<file path="config.mk">
export PLATFORM = sky130hd
export DESIGN_NAME = pst80_round
export DESIGN_NICKNAME = d
export VERILOG_FILES = /design/src/pst80_pkg.sv /design/src/pst80_round.sv
export SDC_FILE = /design/constraint.sdc
export NUM_CORES = 1
export LEC_CHECK = 0
export BUFFER_PORTS_ARGS = -buffer_cell sky130_fd_sc_hd__buf_2
export CAP_MARGIN = 30
export CORE_ASPECT_RATIO = 1.1
export CORE_MARGIN = 3
export CORE_UTILIZATION = 25
export DETAILED_ROUTE_END_ITERATION = 12
export PLACE_DENSITY = 0.58
export SLEW_MARGIN = 20
export SYNTH_ARGS = -nofsm -noshare
export SYNTH_HDL_FRONTEND = slang
export SYNTH_SLANG_ARGS = --single-unit
</file>
<file path="constraint.sdc">
create_clock -name clk -period 4.64 [get_ports clk]
set_input_delay 0.928 -clock clk [delete_from_list [all_inputs] [get_ports clk]]
set_output_delay 0.928 -clock clk [all_outputs]
set_load 0.01 [all_outputs]
</file>
<file path="src/pst80_pkg.sv">
// shared types, constants and round functions for the 80-bit-key block cipher
// no dependencies; every other file depends on this package
package pst80_pkg;

  localparam int BLK_W = 64;
  localparam int KEY_W = 80;
  localparam int KEY_HI_W = 64;
  localparam int KEY_LO_W = 16;
  localparam int RND_W = 5;
  localparam int CFG_IDX_W = 8;
  localparam int CFG_DATA_W = 64;

  // configuration register indexes
  localparam logic [CFG_IDX_W-1:0] REG_KEY_UPPER = 8'd0;
  localparam logic [CFG_IDX_W-1:0] REG_KEY_LOWER = 8'd1;

  typedef logic [BLK_W-1:0] blk_t;
  typedef logic [KEY_W-1:0] key_t;
  typedef logic [RND_W-1:0] rnd_t;

  localparam logic [3:0] SBOX [16] = '{
    4'hC, 4'h5, 4'h6, 4'hB, 4'h9, 4'h0, 4'hA, 4'hD,
    4'h3, 4'hE, 4'hF, 4'h8, 4'h4, 4'h7, 4'h1, 4'h2
  };

  // substitution over all 16 nibbles
  function automatic blk_t sub_layer(input blk_t x);
    blk_t y;
    y = '0;
    for (int n = 0; n < 16; n++) begin
      y[4*n +: 4] = SBOX[x[4*n +: 4]];
    end
    return y;
  endfunction

  // bit i moves to 16*i mod 63, top bit stays
  function automatic blk_t perm_layer(input blk_t x);
    blk_t y;
    y = '0;
    for (int i = 0; i < 63; i++) begin
      y[(16 * i) % 63] = x[i];
    end
    y[63] = x[63];
    return y;
  endfunction

  // key schedule step: rotate left by 61, s-box on top nibble, round count into bits 19..15
  function automatic key_t next_key(input key_t k, input rnd_t rnd);
    key_t t;
    t = {k[18:0], k[79:19]};
    t[79:76] = SBOX[t[79:76]];
    t[19:15] = t[19:15] ^ rnd;
    return t;
  endfunction

endpackage

</file>
<file path="src/pst80_round.sv">
// one pipeline stage: a full cipher round plus the matching key schedule step
// depends on pst80_pkg for the round functions
module pst80_round #(
  parameter logic [4:0] ROUND_NUM = 5'd1
) (
  input  logic                  clk,
  input  logic                  rst,
  input  logic                  in_valid,
  output logic                  in_ready,
  input  pst80_pkg::blk_t       in_data,
  input  pst80_pkg::key_t       in_key,
  output logic                  out_valid,
  input  logic                  out_ready,
  output pst80_pkg::blk_t       out_data,
  output pst80_pkg::key_t       out_key
);
  import pst80_pkg::*;

  logic valid;
  blk_t data;
  key_t key;

  // stage takes a new item when empty or when its content moves on
  assign in_ready = !valid || out_ready;

  // stage valid bit
  always_ff @(posedge clk) begin
    if (rst) begin
      valid <= 1'b0;
    end else if (in_ready) begin
      valid <= in_valid;
    end
  end

  // round datapath: key add, substitution, bit permutation
  always_ff @(posedge clk) begin
    if (in_ready && in_valid) begin
      data <= perm_layer(sub_layer(in_data ^ in_key[KEY_W-1 -: KEY_HI_W]));
      key  <= next_key(in_key, ROUND_NUM);
    end
  end

  assign out_valid = valid;
  assign out_data  = data;
  assign out_key   = key;

endmodule

</file>
==> summary.md <==
| Metric | Value |
|---|---|
| Worst-path clk slew | `0.06 ns` |
| Avg Cell Area, Syn | `15.5 um^2` |
| Hold path endpoint | `out_valid$_SDFFE_PP0P_` |
| Delay-heaviest family, CP | `buffers and inverters` |
| Ys Warns | `0` |
| Final Hold Viols | `0` |
| Worst slew margin | `roughly three fifths` |
| Fmax | `between 400 and 500 MHz` |
| Max-Cap Viols | `0` |
| Synth cell types | `38` |
| Hold depth | `2` |
| Total routed wirelength | `between 15000 and 20000 um` |
| Yosys top cell by area | `edfxtp_1` |
| Top FF cell, synth | `edfxtp_1` |
| Multi-input logic area | `~0.0031 mm^2` |
| DRC Markers | `0` |
| Mapped cell area | `0.00770 mm^2` |
| R2r startpoint | `out_valid$_SDFFE_PP0P_` |
| Cells after DPL | `about 1.2k` |
| Power Density | `361 mW/mm^2` |
| Count leader, synth | `edfxtp_1` |
| Highest-delay cell along the critical path | `nand2b_1` |
| Routability cong. | `roughly 0.74` |
| First-pass GRT wire length | `27400 um` |
| Async S/R FF share, synth | `0%` |
| RR Endpoint | `out_data[14]$_DFFE_PP_` |
| Top cells by count, synth | `edfxtp_1 (144), inv_1 (63), ha_1 (53), mux2i_1 (41), xnor2_1 (34)` |
| Status | `finished, final reports clean` |
| Die X | `between 150 and 200 um` |
| Crit path DAT | `~1.3 ns` |
| Area growth, synth to finish | `32.4%` |
| Fin. max-slew vios | `0` |
| Wirelength per Cell | `14.6 um` |
| Yosys reg bits | `between 100 and 150` |
| GRT Overall Usage | `~11%` |
| Req. time, crit path | `about 3.7 ns` |
| TritonCTS clock tree | `done` |
| EDFF count, synth | `between 100 and 150` |
| Worst-path maximum fanout | `3` |
| NumNets Final | `slightly above 1k` |
| TritonRoute pass-1 iters | `4` |
| HP Start | `out_valid$_SDFFE_PP0P_` |
| Largest net degree at the start of global routing | `between 80 and 90` |
| CTS Hold Bufs | `0` |
| Leakage | `roughly 0.0044 uW` |
| Die H | `around 190 um` |
| Final setup viols | `0` |
| Post-DP HPWL | `roughly 14000 um` |
| Drt via density | `slightly above 4` |
| Clock Path Buffers | `2` |
| Remaining Overflow, GRT | `0` |
| Buf/Inv on CP | `2` |
| RSZ-0062 raised after global routing | `false` |
| CP startpoint | `out_ready` |
| Top cell type's share of synthesized area | `56.1%` |
| Clk_lat worst skew | `roughly 0.43 ns` |
| Layout cells sized above 1 | `a little under half` |
| Cell Rows | `66` |
| Flip-flop and latch area | `0.00434 mm^2` |
| Die area | `between 0.03 and 0.04 mm^2` |
| # IOs | `a little under 300` |
| Reg2reg path depth | `3` |
| Largest cells by area after synthesis | `edfxtp_1 (56%), ha_1 (8.6%), mux4_2 (5.6%)` |
| Vias in the first global route | `between 5k and 6k` |
| Via count | `roughly 5k` |
| Worst Clk Skew | `between 0.008 and 0.009 ns` |
| Peak supply drop | `about 0.13 mV` |
| Fill count | `a little under 3k` |
| Startpoint Class | `primary input` |
| Post-route setup TNS | `0 ns` |
| IO buf count | `293` |
| WS Path Type | `primary input to primary output` |
| # diodes | `0` |
| Slew of the pin with the lowest slew margin | `0.570 ns` |
| Syn Nets | `about 700` |
| Setup bufs post-CTS | `0` |
| CTS Sinks | `145` |
| H-Tree Depth | `4` |
| Worst hold path type | `flop to flop` |
| Clock period minus worst slack | `2.26 ns` |
| Cell count after synthesis | `496` |
| Final Non-Filler Cells | `roughly 1.2k` |
| Largest stage delay, worst path | `roughly 0.16 ns` |
| Number of buffers created by CTS | `17` |
| Reg2reg setup slack | `about 2.9 ns` |
| Seq/Total Area, Yosys | `56.4%` |
| Initial antenna violation count | `0` |
| 1st-iter DRT viols | `179` |
| Routed Antenna Nets | `0` |
| # resized after CTS | `0` |
| Critical path's most frequent cell | `buf_2` |
| Crit share post-route | `about half` |
| Clock root cell | `clkbuf_16` |
| Crit end category | `primary output` |
| Critical-path cell list | `buf_2 -> nand2b_1 -> buf_2` |
| Core Box Area | `0.0300 mm^2` |
| Starting density of the core | `25.7%` |
## layer usage
metal  routed length, um  vias up  global-route usage, %
met5                   0        -                      0
met4                 255        0                   3.96
met3                1320       13                   3.93
met2                9640      167                   19.4
met1                6730     2461                   11.5
li1                    -     2463                      -
## cells by family (layout without fill, tap and decap cells)
group / count (synthesis) / in the layout / share of synthesized area, %
buf+inv: 69 / 394 / 3.43
fa+ha+maj: 53 / 53 / 8.61
mux: 66 / 66 / 12.2
flops: 145 / 145 / 56.4
simple gates: 29 / 29 / 1.92
xor+xnor: 84 / 84 / 12.6
compound gates: 50 / 50 / 4.87
## final cells by class
cell class              count  area share [%]
clock buffers              17            4.17
well taps                 408            5.01
multi-input cells         282            30.4
clock inverters            15           0.748
flip-flops and latches    145            42.6
inverters                  67            2.47
repair buffers            295            14.6
## state kept, by name (all words and copies together), names as in the netlist
register and flops:
out_key 80, out_data 64, out_valid 1
## per-stage QoR
stage	util (%)	setup slack, ns	cell area [um^2]	total power, uW	hold WS [ns]
2_1_floorplan	-	1.28	7700	2190	0.593
3_3_place_gp	32.3	1.97	9700	2510	0.526
3_5_place_dp	32.3	1.94	9700	2520	0.537
4_1_cts	34.0	2.38	10200	3750	0.548
5_1_grt	34.0	2.35	10200	3890	0.566
6_report	34.0	2.38	10200	3680	0.542
## power breakdown
part | internal [uW] | switching (uW)
registers | 1610 | 27.4
logic | 377 | 452
clock network | 666 | 543
total | 2660 | 1020
## cells in the final DEF, fill, tap and decap left out, types with 3 or more instances in the layout
cell and n:
nor3_1 6, clkbuf_16 17, ha_1 53, inv_1 63
o21ai_1 3, nand3_1 12, xor2_1 19, o221a_1 12
inv_2 4, o21ai_0 15, edfxtp_1 144, xor2_2 14
mux4_2 19, nand2_1 4, mux2i_1 41, o211ai_1 10
xnor2_2 17, xnor2_1 34, clkinv_2 5, clkinv_1 7
buf_2 293
## worst max-delay path by stage
stage	to	cells after the start
after detailed placement	out_data[46]$_DFFE_PP_	5
after CTS	in_ready	3
after global routing	out_data[46]$_DFFE_PP_	5
final	in_ready	3
after floorplan	out_data[0]$_DFFE_PP_	2
after global placement	out_data[46]$_DFFE_PP_	5
## tightest hold or removal path, stage by stage (launching register included)
cell      delay, ns
dfxtp_1        0.31
nand2b_1       0.11
a21oi_1        0.08
Note: power is estimated with default switching activity, not from simulation.
